**src/design/ahhc_pkg.sv**
```systemverilog
// ----------------------------------------------------------------------------
// ahhc_pkg
// Shared types and constants for the automatic headlamp hysteresis control.
// ----------------------------------------------------------------------------
package ahhc_pkg;

    // Widths of the item fields and of the configuration registers.
    localparam int LUX_W     = 19;
    localparam int THR_W     = 18;
    localparam int DEB_W     = 8;
    localparam int SPEED_W   = 9;
    localparam int TIMEOUT_W = 20;
    localparam int ELAPSED_W = 16;
    localparam int MODE_W    = 2;
    localparam int CFG_IDX_W = 3;
    localparam int CFG_DAT_W = 20;

    // Mode codes; the fourth code is not a mode and a request for it is ignored.
    localparam logic [MODE_W-1:0] MODE_AUTO = 2'd0;
    localparam logic [MODE_W-1:0] MODE_ON   = 2'd1;
    localparam logic [MODE_W-1:0] MODE_OFF  = 2'd2;
    localparam logic [MODE_W-1:0] MODE_NONE = 2'd3;

    // Configuration register indexes.
    localparam logic [CFG_IDX_W-1:0] CFG_DARK_ON     = 3'd0;
    localparam logic [CFG_IDX_W-1:0] CFG_BRIGHT_OFF  = 3'd1;
    localparam logic [CFG_IDX_W-1:0] CFG_DEBOUNCE    = 3'd2;
    localparam logic [CFG_IDX_W-1:0] CFG_MIN_SPEED   = 3'd3;
    localparam logic [CFG_IDX_W-1:0] CFG_TIMEOUT     = 3'd4;
    localparam logic [CFG_IDX_W-1:0] CFG_MAX_LUX     = 3'd5;

    // Reset values of the configuration registers.
    localparam logic [THR_W-1:0]     RST_DARK_ON    = 18'd300;
    localparam logic [THR_W-1:0]     RST_BRIGHT_OFF = 18'd500;
    localparam logic [DEB_W-1:0]     RST_DEBOUNCE   = 8'd3;
    localparam logic [SPEED_W-1:0]   RST_MIN_SPEED  = 9'd10;
    localparam logic [TIMEOUT_W-1:0] RST_TIMEOUT    = 20'd120000;
    localparam logic [THR_W-1:0]     RST_MAX_LUX    = 18'd200000;

    typedef struct packed {
        logic [THR_W-1:0]     dark_on_threshold;
        logic [THR_W-1:0]     bright_off_threshold;
        logic [DEB_W-1:0]     debounce_samples;
        logic [SPEED_W-1:0]   min_speed;
        logic [TIMEOUT_W-1:0] override_timeout;
        logic [THR_W-1:0]     max_valid_lux;
    } t_cfg;

    typedef struct packed {
        logic                    override_request;
        logic [MODE_W-1:0]       requested_mode;
        logic [ELAPSED_W-1:0]    tick_ms;
        logic signed [LUX_W-1:0] light_lux;
        logic                    tunnel_flag;
        logic [SPEED_W-1:0]      speed_kph;
    } t_item;

    typedef struct packed {
        logic                 lamp_state;
        logic                 sensor_fault;
        logic [MODE_W-1:0]    mode_now;
        logic [TIMEOUT_W-1:0] override_left_ms;
    } t_result;

endpackage

```
**src/design/ahhc_in_stage.sv**
```systemverilog
// ----------------------------------------------------------------------------
// ahhc_in_stage
// Input register: captures one item and holds it until the update takes it.
// ----------------------------------------------------------------------------
module ahhc_in_stage (
    input  logic           i_clk,
    input  logic           i_rst_n,
    input  logic           i_load,
    input  logic           i_take,
    input  ahhc_pkg::t_item i_item,
    output logic           o_valid,
    output ahhc_pkg::t_item o_item
);
    import ahhc_pkg::*;

    logic  r_valid;
    t_item r_item;

    // Valid flag: set on a new item, cleared when the item moves on.
    always_ff @(posedge i_clk) begin
        if (!i_rst_n) begin
            r_valid <= 1'b0;
        end else if (i_load) begin
            r_valid <= 1'b1;
        end else if (i_take) begin
            r_valid <= 1'b0;
        end
    end

    // Payload capture.
    always_ff @(posedge i_clk) begin
        if (i_load) begin
            r_item <= i_item;
        end
    end

    assign o_valid = r_valid;
    assign o_item  = r_item;

endmodule

```
**src/design/ahhc_update.sv**
```systemverilog
// ----------------------------------------------------------------------------
// ahhc_update
// Controller state and its one-pass update for each tick item.
// ----------------------------------------------------------------------------
module ahhc_update #(
    parameter int RUN_COUNTER_BITS = 8
) (
    input  logic             i_clk,
    input  logic             i_rst_n,
    input  logic             i_fire,
    input  ahhc_pkg::t_cfg   i_cfg,
    input  ahhc_pkg::t_item  i_item,
    output ahhc_pkg::t_result o_result
);
    import ahhc_pkg::*;

    localparam int CMP_W = (RUN_COUNTER_BITS > DEB_W) ? RUN_COUNTER_BITS : DEB_W;
    localparam logic [RUN_COUNTER_BITS-1:0] RUN_MAX = '1;

    logic                        r_lamp, n_lamp;
    logic                        r_fault, n_fault;
    logic [MODE_W-1:0]           r_mode, n_mode;
    logic [TIMEOUT_W-1:0]        r_countdown, n_countdown;
    logic [RUN_COUNTER_BITS-1:0] r_dark_run, n_dark_run;
    logic [RUN_COUNTER_BITS-1:0] r_bright_run, n_bright_run;

    logic                        negative;
    logic [THR_W-1:0]            lux;
    logic [TIMEOUT_W-1:0]        elapsed_ext;
    logic [RUN_COUNTER_BITS-1:0] dark_inc;
    logic [RUN_COUNTER_BITS-1:0] bright_inc;

    assign negative    = i_item.light_lux[LUX_W-1];
    assign lux         = i_item.light_lux[THR_W-1:0];
    assign elapsed_ext = TIMEOUT_W'(i_item.tick_ms);
    assign dark_inc    = (r_dark_run == RUN_MAX) ? RUN_MAX : r_dark_run + 1'b1;
    assign bright_inc  = (r_bright_run == RUN_MAX) ? RUN_MAX : r_bright_run + 1'b1;

    // Mode and override countdown.
    always_comb begin
        n_mode      = r_mode;
        n_countdown = r_countdown;
        if (i_item.override_request && i_item.requested_mode != MODE_NONE) begin
            n_mode      = i_item.requested_mode;
            n_countdown = (i_item.requested_mode == MODE_AUTO) ? '0 : i_cfg.override_timeout;
        end else if (!i_item.override_request && r_mode != MODE_AUTO) begin
            if (elapsed_ext >= r_countdown) begin
                n_mode      = MODE_AUTO;
                n_countdown = '0;
            end else begin
                n_countdown = r_countdown - elapsed_ext;
            end
        end
    end

    // Fault check, lamp decision and debounce counters.
    always_comb begin
        n_lamp       = r_lamp;
        n_fault      = r_fault;
        n_dark_run   = r_dark_run;
        n_bright_run = r_bright_run;
        if (negative || lux > i_cfg.max_valid_lux) begin
            n_fault = 1'b1;
        end else begin
            n_fault = 1'b0;
            priority if (n_mode == MODE_ON) begin
                n_lamp = 1'b1;
            end else if (n_mode == MODE_OFF) begin
                n_lamp = 1'b0;
            end else if (i_item.tunnel_flag) begin
                n_lamp       = 1'b1;
                n_dark_run   = '0;
                n_bright_run = '0;
            end else if (i_item.speed_kph < i_cfg.min_speed) begin
                n_lamp       = 1'b0;
                n_dark_run   = '0;
                n_bright_run = '0;
            end else if (lux <= i_cfg.dark_on_threshold) begin
                n_dark_run   = dark_inc;
                n_bright_run = '0;
                if (CMP_W'(dark_inc) >= CMP_W'(i_cfg.debounce_samples)) begin
                    n_lamp = 1'b1;
                end
            end else if (lux >= i_cfg.bright_off_threshold) begin
                n_bright_run = bright_inc;
                n_dark_run   = '0;
                if (CMP_W'(bright_inc) >= CMP_W'(i_cfg.debounce_samples)) begin
                    n_lamp = 1'b0;
                end
            end else begin
                n_dark_run   = '0;
                n_bright_run = '0;
            end
        end
    end

    // State registers advance once per item.
    always_ff @(posedge i_clk) begin
        if (!i_rst_n) begin
            r_lamp       <= 1'b0;
            r_fault      <= 1'b0;
            r_mode       <= MODE_AUTO;
            r_countdown  <= '0;
            r_dark_run   <= '0;
            r_bright_run <= '0;
        end else if (i_fire) begin
            r_lamp       <= n_lamp;
            r_fault      <= n_fault;
            r_mode       <= n_mode;
            r_countdown  <= n_countdown;
            r_dark_run   <= n_dark_run;
            r_bright_run <= n_bright_run;
        end
    end

    // The result reports the state after the update.
    assign o_result.lamp_state       = n_lamp;
    assign o_result.sensor_fault     = n_fault;
    assign o_result.mode_now         = n_mode;
    assign o_result.override_left_ms = n_countdown;

endmodule

```
**src/design/ahhc_out_stage.sv**
```systemverilog
// ----------------------------------------------------------------------------
// ahhc_out_stage
// Result register: holds one result item until the receiver takes it.
// ----------------------------------------------------------------------------
module ahhc_out_stage (
    input  logic              i_clk,
    input  logic              i_rst_n,
    input  logic              i_advance,
    input  logic              i_fire,
    input  ahhc_pkg::t_result i_result,
    output logic              o_valid,
    output ahhc_pkg::t_result o_result
);
    import ahhc_pkg::*;

    logic    r_valid;
    t_result r_result;

    // Valid flag follows the update whenever the register is free to move.
    always_ff @(posedge i_clk) begin
        if (!i_rst_n) begin
            r_valid <= 1'b0;
        end else if (i_advance) begin
            r_valid <= i_fire;
        end
    end

    // Result payload.
    always_ff @(posedge i_clk) begin
        if (i_fire) begin
            r_result <= i_result;
        end
    end

    assign o_valid  = r_valid;
    assign o_result = r_result;

endmodule

```
**src/design/auto_headlamp_hysteresis_control.sv**
```systemverilog
// ----------------------------------------------------------------------------
// auto_headlamp_hysteresis_control
// Automatic headlamp control with light hysteresis, debounce and override.
// ----------------------------------------------------------------------------
// Each input item is one update tick: override request, requested mode,
// elapsed milliseconds, ambient lux, tunnel flag and speed. Each item gives
// exactly one result item: lamp state, sensor fault, active mode and the
// milliseconds left in a manual override, all as they stand after the tick.
// Both channels use valid and stall; an item moves at a clock edge where
// valid is high and stall is low. The user must write the configuration
// registers through i_cfg_we, i_cfg_index and i_cfg_data while the block
// is idle; the block itself does not enforce this. A result is offered once
// the update has moved its item from the input register into the result
// register. Throughput: one item per cycle unless the receiver stalls; the
// whole update is one pass of compare and counter logic between the input
// register and the result register. When the receiver stalls, the result
// register holds its item, and the input stalls once its register is full.
// A synchronous reset clears both registers' valid flags, the controller
// state (lamp off, no fault, auto mode, counters zero) and loads the
// configuration registers with their default values.
// ----------------------------------------------------------------------------
module auto_headlamp_hysteresis_control #(
    parameter int RUN_COUNTER_BITS = 8
) (
    input  logic                                  i_clk,
    input  logic                                  i_rst_n,
    // Configuration write port.
    input  logic                                  i_cfg_we,
    input  logic [ahhc_pkg::CFG_IDX_W-1:0]        i_cfg_index,
    input  logic [ahhc_pkg::CFG_DAT_W-1:0]        i_cfg_data,
    // Input channel.
    input  logic                                  i_in_valid,
    output logic                                  o_in_stall,
    input  logic                                  i_override_request,
    input  logic [ahhc_pkg::MODE_W-1:0]           i_requested_mode,
    input  logic [ahhc_pkg::ELAPSED_W-1:0]        i_tick_ms,
    input  logic signed [ahhc_pkg::LUX_W-1:0]     i_light_lux,
    input  logic                                  i_tunnel_flag,
    input  logic [ahhc_pkg::SPEED_W-1:0]          i_speed_kph,
    // Output channel.
    output logic                                  o_out_valid,
    input  logic                                  i_out_stall,
    output logic                                  o_lamp_state,
    output logic                                  o_sensor_fault,
    output logic [ahhc_pkg::MODE_W-1:0]           o_mode_now,
    output logic [ahhc_pkg::TIMEOUT_W-1:0]        o_override_left_ms
);
    import ahhc_pkg::*;

    t_cfg    r_cfg;
    t_item   in_item;
    t_item   held_item;
    t_result upd_result;
    t_result out_result;
    logic    held_valid;
    logic    advance;
    logic    fire;
    logic    in_load;

    // Configuration registers.
    always_ff @(posedge i_clk) begin
        if (!i_rst_n) begin
            r_cfg.dark_on_threshold    <= RST_DARK_ON;
            r_cfg.bright_off_threshold <= RST_BRIGHT_OFF;
            r_cfg.debounce_samples     <= RST_DEBOUNCE;
            r_cfg.min_speed            <= RST_MIN_SPEED;
            r_cfg.override_timeout     <= RST_TIMEOUT;
            r_cfg.max_valid_lux        <= RST_MAX_LUX;
        end else if (i_cfg_we) begin
            unique case (i_cfg_index)
                CFG_DARK_ON:    r_cfg.dark_on_threshold    <= i_cfg_data[THR_W-1:0];
                CFG_BRIGHT_OFF: r_cfg.bright_off_threshold <= i_cfg_data[THR_W-1:0];
                CFG_DEBOUNCE:   r_cfg.debounce_samples     <= i_cfg_data[DEB_W-1:0];
                CFG_MIN_SPEED:  r_cfg.min_speed            <= i_cfg_data[SPEED_W-1:0];
                CFG_TIMEOUT:    r_cfg.override_timeout     <= i_cfg_data[TIMEOUT_W-1:0];
                CFG_MAX_LUX:    r_cfg.max_valid_lux        <= i_cfg_data[THR_W-1:0];
                default: begin
                end
            endcase
        end
    end

    // Handshake: the held item moves on whenever the result register is free.
    assign advance    = !o_out_valid || !i_out_stall;
    assign fire       = held_valid && advance;
    assign o_in_stall = held_valid && !advance;
    assign in_load    = i_in_valid && !o_in_stall;

    assign in_item.override_request = i_override_request;
    assign in_item.requested_mode   = i_requested_mode;
    assign in_item.tick_ms          = i_tick_ms;
    assign in_item.light_lux        = i_light_lux;
    assign in_item.tunnel_flag      = i_tunnel_flag;
    assign in_item.speed_kph        = i_speed_kph;

    ahhc_in_stage u_in_stage (
        .i_clk   (i_clk),
        .i_rst_n (i_rst_n),
        .i_load  (in_load),
        .i_take  (fire),
        .i_item  (in_item),
        .o_valid (held_valid),
        .o_item  (held_item)
    );

    ahhc_update #(
        .RUN_COUNTER_BITS (RUN_COUNTER_BITS)
    ) u_update (
        .i_clk    (i_clk),
        .i_rst_n  (i_rst_n),
        .i_fire   (fire),
        .i_cfg    (r_cfg),
        .i_item   (held_item),
        .o_result (upd_result)
    );

    ahhc_out_stage u_out_stage (
        .i_clk     (i_clk),
        .i_rst_n   (i_rst_n),
        .i_advance (advance),
        .i_fire    (fire),
        .i_result  (upd_result),
        .o_valid   (o_out_valid),
        .o_result  (out_result)
    );

    assign o_lamp_state       = out_result.lamp_state;
    assign o_sensor_fault     = out_result.sensor_fault;
    assign o_mode_now         = out_result.mode_now;
    assign o_override_left_ms = out_result.override_left_ms;

endmodule
```
**config.mk**
```make
export PLATFORM = sky130hd
export DESIGN_NAME = auto_headlamp_hysteresis_control
export DESIGN_NICKNAME = d
export VERILOG_FILES = /design/src/design/ahhc_pkg.sv /design/src/design/ahhc_in_stage.sv /design/src/design/ahhc_update.sv /design/src/design/ahhc_out_stage.sv /design/src/design/auto_headlamp_hysteresis_control.sv
export SDC_FILE = /design/constraint.sdc
export NUM_CORES = 1
export LEC_CHECK = 0
export BUFFER_PORTS_ARGS = -buffer_cell sky130_fd_sc_hd__buf_2
export CORE_ASPECT_RATIO = 0.6
export CORE_MARGIN = 4
export CORE_UTILIZATION = 46
export CTS_CLUSTER_DIAMETER = 200
export DETAILED_ROUTE_END_ITERATION = 10
export SLEW_MARGIN = 0
export SYNTH_ARGS = -nofsm -noshare
export SYNTH_HDL_FRONTEND = slang
export SYNTH_SLANG_ARGS = --single-unit
```
**constraint.sdc**
```tcl
create_clock -name i_clk -period 3.6 [get_ports i_clk]
set_clock_uncertainty 0.1 [all_clocks]
set_input_delay 0.18 -clock i_clk [delete_from_list [all_inputs] [get_ports i_clk]]
set_output_delay 0.18 -clock i_clk [all_outputs]
set_load 0.01 [all_outputs]
```
==> out/summary.txt, run 1 <==
======================================================================================
Number of flip-flops and latches in the synthesized netlist .............          204
Post-CTS setup buffer count .............................................            0
Pin count of the biggest net entering global routing ....................           82
Mapped Nets .............................................................         1337
Launching element type of the critical path .............................         flop
I/O pin total ...........................................................          102
Maximum fanout along the worst path .....................................            6
Reg2reg setup slack .....................................................      0.20 ns
Number of failing hold endpoints at the final stage .....................            0
Core Rows ...............................................................           42
Net switching power of the design .......................................      1.38 mW
Count of synthesis-stage warnings from yosys ............................            0
Average wire per cell in the routed design ..............................      17.6 um
Layout cell share with drive strength beyond 1 ..........................        0.129
Chip width ..............................................................       204 um
# nets final ............................................................         1501
Met2 wire length ........................................................     11100 um
Fraction of power consumed by the clock network .........................        0.412
Final design area excluding fillers .....................................   12800 um^2
Total instance count after detailed placement ...........................         1542
Uppermost layer routed ..................................................         met5
Antenna-violating nets left .............................................            0
Achievable Freq .........................................................      294 MHz
Sequential share of the synthesized area ................................        0.453
Global placement routability congestion .................................        0.870
Total routing usage reported by global routing ..........................        0.226
Register area ...........................................................    4800 um^2
Cell chosen for the clock root .......................................... sky130_fd_sc_hd__clkbuf_16
Worst min path class ....................................................    in -> reg
Maximum capacitance violations ..........................................            0
Final worst path period share ...........................................        0.945
Detailed-route wire length ..............................................     29100 um
Pleak ...................................................................      5.37 nW
Total clock buffers created by CTS ......................................           22
Relative slew slack .....................................................        0.338
Pre-antenna DRT Iters ...................................................            6
CTS max path bufs .......................................................            3
Number of filler instances in the final layout ..........................         2019
Library cells used by synthesis .........................................           78
Cell-internal power .....................................................      4.11 mW
Worst Path Class, Setup .................................................   reg -> reg
Crit path time final ....................................................      3.40 ns
Insertion delay to the later sink of the worst-skew pair ................      0.51 ns
Sw Share ................................................................        0.252
Worst EP required .......................................................      3.95 ns
Number of antenna diodes ................................................            0
Final HPWL from detailed placement ......................................     20300 um
Placed Area .............................................................   11400 um^2
CTS tree ................................................................         done
Max Transition Viols Final ..............................................            0
Launching point of the worst reg2reg path ............................... u_update.r_dark_run[0]
Number of enable-type register cells in the synthesized netlist .........           72
Area of the multi-input gates ...........................................    5250 um^2
Highest ir drop seen on vdd .............................................     0.280 mV
Asr flop ratio synth ....................................................            0
Sinks on Clock Net ......................................................          204
Total met3 wirelength after detailed routing ............................      2080 um
Launching element of the worst setup path ............................... u_update.r_dark_run[0]
Post-route setup TNS ....................................................         0 ns
Ratio of total power to cell area .......................................  427 nW/um^2
Number of global-route vias before repair ...............................         8255
Final standard cell count with taps included and fillers excluded .......         1652
Antenna violations before repair ........................................            2
Slew @ Worst Pin ........................................................     0.993 ns
GR Overflow Total .......................................................            0
Number of instances in the synthesized netlist ..........................         1164
Post-route total power ..................................................      5.49 mW
Number of buffers inserted by port buffering ............................          101
Data arrival, critical path .............................................      3.76 ns
Endpoint of the worst-slack reg-to-reg timing path ...................... u_update.r_lamp
Share of power burned in combinational logic ............................        0.125
Sequential group share of total power ...................................        0.463
DR DRC count ............................................................            0
Wire length of the first global-routing pass ............................     46400 um
Placeable core area .....................................................   22300 um^2
Post-DR vias/cell .......................................................         5.40
Vertical die dimension ..................................................       126 um
Run status .............................................................. finished, final reports clean
Area Growth Syn to Fin ..................................................        21.1%
CTS H-Tree Depth ........................................................            1
Clock slew at the register clock pins of the worst setup and hold paths .      0.06 ns
Syn avg cell area .......................................................    9.11 um^2
Die footprint ...........................................................   25600 um^2
Crit end category .......................................................         flop
Initial standard-cell utilization of the core ...........................        0.475
Number of cells traversed by the worst register-to-register path ........           14
Wire length on met1 .....................................................     15500 um
Drt initial violations ..................................................          840
Vias ....................................................................         8923
Number of setup violations in the final report ..........................            0
Post-synthesis cell area ................................................   10600 um^2
Synth Flop Type ......................................................... sky130_fd_sc_hd__dfxtp_1
Endpoint of the most critical setup path ................................ u_update.r_lamp
======================================================================================
power groups by stage:
stage	Combinational [mW]	Clock [mW]	Sequential, mW
final	0.686	2.26	2.54
after global routing	0.765	2.41	2.55
after CTS	0.675	2.31	2.54
after detailed placement	0.613	0	2.59
after global placement	0.604	0	2.59
after floorplan	0.399	0	2.58
placed cells by master, fill, tap and decap left out, types with 9 or more instances in the layout:
cell and count:
sky130_fd_sc_hd__dfxtp_1 132, sky130_fd_sc_hd__a211oi_1 12, sky130_fd_sc_hd__nor2b_1 12, sky130_fd_sc_hd__nand3_1 25, sky130_fd_sc_hd__a222oi_1 11, sky130_fd_sc_hd__nor2_1 43
sky130_fd_sc_hd__dlygate4sd3_1 70, sky130_fd_sc_hd__nand4_1 9, sky130_fd_sc_hd__mux2i_1 20, sky130_fd_sc_hd__o211ai_1 26, sky130_fd_sc_hd__xnor2_1 12, sky130_fd_sc_hd__edfxtp_1 72
sky130_fd_sc_hd__o21ai_0 26, sky130_fd_sc_hd__nand2_1 249, sky130_fd_sc_hd__ha_1 96, sky130_fd_sc_hd__buf_4 13, sky130_fd_sc_hd__buf_2 101, sky130_fd_sc_hd__a21oi_1 107
sky130_fd_sc_hd__a21o_1 22, sky130_fd_sc_hd__clkbuf_16 23, sky130_fd_sc_hd__inv_1 104, sky130_fd_sc_hd__xor2_1 12, sky130_fd_sc_hd__and3_1 9
per-stage QoR:
| step | setup slack (ns) | hold WS [ns] | utilization |
|---|---|---|---|
| detailed placement | 0.161 | 0.258 | 0.511 |
| global route | -0.00820 | 0.0762 | 0.575 |
| floorplan | 0.308 | 0.179 | - |
| CTS | 0.140 | 0.0373 | 0.574 |
| global placement | 0.255 | 0.256 | 0.511 |
| finish | 0.197 | 0.0573 | 0.575 |
registers in the layout, summed over array words and instances, names as in the netlist:
signal,count
u_update.r_mode,2
u_update.r_countdown,20
u_in_stage.o_valid,1
u_update.r_lamp,1
u_update.r_dark_run,8
u_out_stage.o_valid,1
u_update.r_bright_run,8
u_in_stage.o_item,48
u_out_stage.o_result,24
r_cfg,91
critical path, cell delays in order (launching register included):
cell and delay [ns]:
sky130_fd_sc_hd__dfxtp_1 0.38, sky130_fd_sc_hd__ha_1 0.19, sky130_fd_sc_hd__and3_1 0.19, sky130_fd_sc_hd__and3_1 0.24, sky130_fd_sc_hd__nand3_2 0.15, sky130_fd_sc_hd__and2_1 0.21, sky130_fd_sc_hd__ha_1 0.27, sky130_fd_sc_hd__nor2b_1 0.04
sky130_fd_sc_hd__o21ai_1 0.18, sky130_fd_sc_hd__a211oi_2 0.09, sky130_fd_sc_hd__o31a_1 0.29, sky130_fd_sc_hd__a311oi_2 0.25, sky130_fd_sc_hd__o22ai_2 0.19, sky130_fd_sc_hd__a2111oi_2 0.42, sky130_fd_sc_hd__a221o_1 0.17
layer usage:
metal	up-vias	GRT usage
li1	4410	-
met1	4207	0.377
met2	272	0.301
met3	32	0.0419
met4	2	0.0378
met5	-	0
cells in the mapped netlist (all sizes together) (3+ instances only):
master | number | area share
dfxtp | 132 | 0.25
or2 | 4 | 0.0024
a21boi | 3 | 0.0021
a21oi | 108 | 0.051
clkbuf | 37 | 0.013
ha | 96 | 0.11
xor2 | 12 | 0.0099
a31o | 3 | 0.0025
o211ai | 27 | 0.020
o21ba | 3 | 0.0028
nor2b | 13 | 0.0077
o21a | 7 | 0.0050
inv | 106 | 0.038
or3 | 3 | 0.0018
o21bai | 4 | 0.0028
nand4 | 9 | 0.0053
o21ai | 32 | 0.015
a21o | 22 | 0.016
a222oi | 11 | 0.010
a22o | 3 | 0.0025
a22oi | 4 | 0.0033
nand2b | 9 | 0.0060
a41oi | 3 | 0.0025
and4 | 4 | 0.0035
mux2i | 20 | 0.019
a2111oi | 3 | 0.0025
and2 | 8 | 0.0050
and3 | 10 | 0.0059
a211oi | 15 | 0.012
nor2 | 44 | 0.016
nand2 | 249 | 0.088
edfxtp | 72 | 0.20
nor3 | 8 | 0.0038
o22ai | 4 | 0.0024
o211a | 3 | 0.0028
xnor2 | 12 | 0.0099
buf | 7 | 0.0054
nand3 | 27 | 0.013
cell families (layout without fill, tap and decap cells):
group,after synthesis,in the layout,share of synthesized area
AO/OA/AOI/OAI,275,275,0.174
XOR/XNOR,24,24,0.0198
adder cells (fa/ha/maj),97,97,0.115
buffers and inverters,150,330,0.0560
flip-flops,204,204,0.453
multiplexers,20,20,0.0189
AND/OR/NAND/NOR,394,394,0.163
final cells by class:
cell class,instances,area share
timing repair buffer,184,0.101
inverter,106,0.0310
sequential,204,0.374
multi-input combinational,810,0.408
clock inverter,8,0.00691
tap,308,0.0300
clock buffer,32,0.0482
timing repair:
item / 4_1_cts / 5_1_grt
endpoints found under the setup margin: 0 / 2
hold endpoints to repair: 141 / 0
hold buffers: 70 / 0
resized for setup: 0 / 7
worst min-delay path by stage:
stage,start,to,slack (ns),depth (start not counted)
after floorplan,i_speed_kph[0],u_in_stage.o_item[0],0.18,0
after global placement,i_light_lux[15],u_in_stage.o_item[25],0.26,1
after detailed placement,i_light_lux[15],u_in_stage.o_item[25],0.26,1
after CTS,i_cfg_index[0],r_cfg[50],0.04,4
after global routing,i_cfg_index[0],r_cfg[54],0.08,4
final,i_cfg_index[0],r_cfg[49],0.06,4
(Power assumes the default switching activity.)
==> run 2: changes to the inputs <==
SETUP_SLACK_MARGIN = 0.4   (was default)
==> out/summary.txt, run 2 (same netlist as run 1, synthesis figures left out) <==
======================================================================================
Setup repair after global routing missed its margin .....................         true
Post-route total power ..................................................      5.38 mW
Maximum capacitance violations ..........................................            0
Launching element type of the critical path .............................         flop
Relative slew slack .....................................................        0.355
Clock slew at the register clock pins of the worst setup and hold paths .      0.07 ns
Antenna-violating nets left .............................................            0
Highest ir drop seen on vdd .............................................     0.278 mV
Crit end category .......................................................         flop
Worst Path Class, Setup .................................................   reg -> reg
Ratio of total power to cell area .......................................  413 nW/um^2
Core Rows ...............................................................           42
Max FFs per register ....................................................           91
I/O pin total ...........................................................          102
Number of buffers inserted by port buffering ............................          101
Total clock buffers created by CTS ......................................           21
Maximum fanout along the worst path .....................................            6
Total instance count after detailed placement ...........................         1542
Worst hold path cell count ..............................................            4
Final worst path period share ...........................................        0.879
Area Growth Syn to Fin ..................................................        23.1%
Max Transition Viols Final ..............................................            0
Post-DR vias/cell .......................................................         5.30
Initial standard-cell utilization of the core ...........................        0.475
Vias ....................................................................         8802
Detailed-route wire length ..............................................     29000 um
GR Overflow Total .......................................................            0
CTS H-Tree Depth ........................................................            1
CTS tree ................................................................         done
Number of setup violations in the final report ..........................            0
Final standard cell count with taps included and fillers excluded .......         1661
Data arrival, critical path .............................................      3.44 ns
Layout cell share with drive strength beyond 1 ..........................        0.155
Die footprint ...........................................................   25600 um^2
Register name with the most flops .......................................        r_cfg
Placeable core area .....................................................   22300 um^2
Final HPWL from detailed placement ......................................     20300 um
Pre-antenna DRT Iters ...................................................            5
CTS max path bufs .......................................................            3
Wire length of the first global-routing pass ............................     45200 um
Run status .............................................................. finished, final reports clean
Vertical die dimension ..................................................       126 um
Drt initial violations ..................................................          713
Pin count of the biggest net entering global routing ....................           82
Number of failing hold endpoints at the final stage .....................            0
Antenna violations before repair ........................................            0
# nets final ............................................................         1511
Chip width ..............................................................       204 um
Insertion delay to the later sink of the worst-skew pair ................      0.52 ns
Worst-case hold path end point ..........................................    r_cfg[49]
Crit path time final ....................................................      3.16 ns
Sinks on Clock Net ......................................................          204
Slew @ Worst Pin ........................................................     0.967 ns
Worst hold path startpoint .............................................. i_cfg_index[0]
Most common cell after layout, fill and taps aside ...................... sky130_fd_sc_hd__nand2_1
Post-route setup TNS ....................................................         0 ns
Number of cells traversed by the worst register-to-register path ........           15
Number of antenna diodes ................................................            0
Total routing usage reported by global routing ..........................        0.219
Number of global-route vias before repair ...............................         7996
DR DRC count ............................................................            0
Launching point of the worst reg2reg path ............................... u_update.r_dark_run[1]
Global placement routability congestion .................................        0.887
Worst min path class ....................................................    in -> reg
Reg2reg setup slack .....................................................      0.44 ns
Cell chosen for the clock root .......................................... sky130_fd_sc_hd__clkbuf_16
Endpoint of the worst-slack reg-to-reg timing path ...................... u_out_stage.o_result[23]
Achievable Freq .........................................................      316 MHz
Worst EP required .......................................................      3.88 ns
Pleak ...................................................................      5.41 nW
Most frequent cells in the layout ....................................... sky130_fd_sc_hd__nand2_1 (248), sky130_fd_sc_hd__dfxtp_1 (127), sky130_fd_sc_hd__a21oi_1 (106), sky130_fd_sc_hd__inv_1 (104), sky130_fd_sc_hd__buf_2 (101)
Average wire per cell in the routed design ..............................      17.5 um
======================================================================================
-- run 2: cell types whose count changed in the layout (fill, tap and decap cells not counted), sizes merged --
cell / previous run / this run
bufinv: 2 / 0
clkinvlp: 0 / 1
buf: 114 / 125
clkbuf: 32 / 28
inv: 106 / 111
clkinv: 6 / 4
-- run 2: final cells by class --
cell class / count / area [um^2]
clock buffers: 28 / 593
clock inverters: 10 / 76.3
fillers: 2016 / 9280
inverters: 106 / 398
multi-input cells: 810 / 5390
flip-flops and latches: 204 / 4810
well taps: 308 / 385
repair buffers: 195 / 1400
-- run 2: where the power goes --
part | internal, mW | switching [mW] | total [mW] | leakage, nW
clock network | 1.18 | 0.962 | 2.15 | 0.328
registers | 2.48 | 0.0565 | 2.54 | 1.77
logic | 0.296 | 0.404 | 0.700 | 3.31
total | 3.96 | 1.42 | 5.38 | 5.41
-- run 2: worst max-delay path by stage --
stage	endpoint	slack, ns	from	cells past startpoint
after floorplan	u_out_stage.o_result[23]	0.48	u_update.r_dark_run[0]	14
after global placement	u_out_stage.o_result[23]	0.24	u_update.r_dark_run[0]	14
after detailed placement	u_out_stage.o_result[23]	0.16	u_update.r_bright_run[0]	14
after CTS	u_out_stage.o_result[23]	0.38	u_update.r_bright_run[0]	14
after global routing	u_out_stage.o_result[14]	0.36	u_update.r_countdown[0]	12
final	u_out_stage.o_result[23]	0.44	u_update.r_dark_run[1]	15
-- run 2: routing by layer --
layer | vias up | track usage | routed length (um)
li1 | 4440 | - | -
met1 | 4079 | 0.364 | 15400
met2 | 252 | 0.298 | 11400
met3 | 31 | 0.0383 | 1840
met4 | 0 | 0.0343 | 400
met5 | - | 0 | 0
-- run 2: what timing repair did --
item,in CTS,in global routing
buffers inserted,1,10
setup endpoints to repair,17,31
hold endpoints to repair,141,0
pin swaps,4,27
gates resized for setup,16,25
hold buffers,70,0
-- run 2: critical path: stages, from the launching register on --
cell and delay, ns:
sky130_fd_sc_hd__dfxtp_2 0.36, sky130_fd_sc_hd__ha_4 0.14, sky130_fd_sc_hd__and3_4 0.19, sky130_fd_sc_hd__and3_4 0.23, sky130_fd_sc_hd__nand3_4 0.12, sky130_fd_sc_hd__and2_4 0.18
sky130_fd_sc_hd__ha_4 0.25, sky130_fd_sc_hd__nor2b_1 0.04, sky130_fd_sc_hd__o21ai_1 0.12, sky130_fd_sc_hd__a211oi_1 0.08, sky130_fd_sc_hd__o31a_1 0.30, sky130_fd_sc_hd__a311oi_2 0.33
sky130_fd_sc_hd__buf_4 0.19, sky130_fd_sc_hd__o22ai_4 0.08, sky130_fd_sc_hd__o221ai_2 0.16, sky130_fd_sc_hd__a31o_1 0.17
-- run 2: through the flow --
step                worst slack (ns)  cell area [um^2]  hold WS (ns)   util
floorplan                      0.480             10600         0.179      -
global placement               0.239             11400         0.256  0.511
detailed placement             0.165             11400         0.258  0.511
CTS                            0.377             12900        0.0300  0.576
global route                   0.359             13100        0.0935  0.584
finish                         0.437             13100        0.0504  0.584
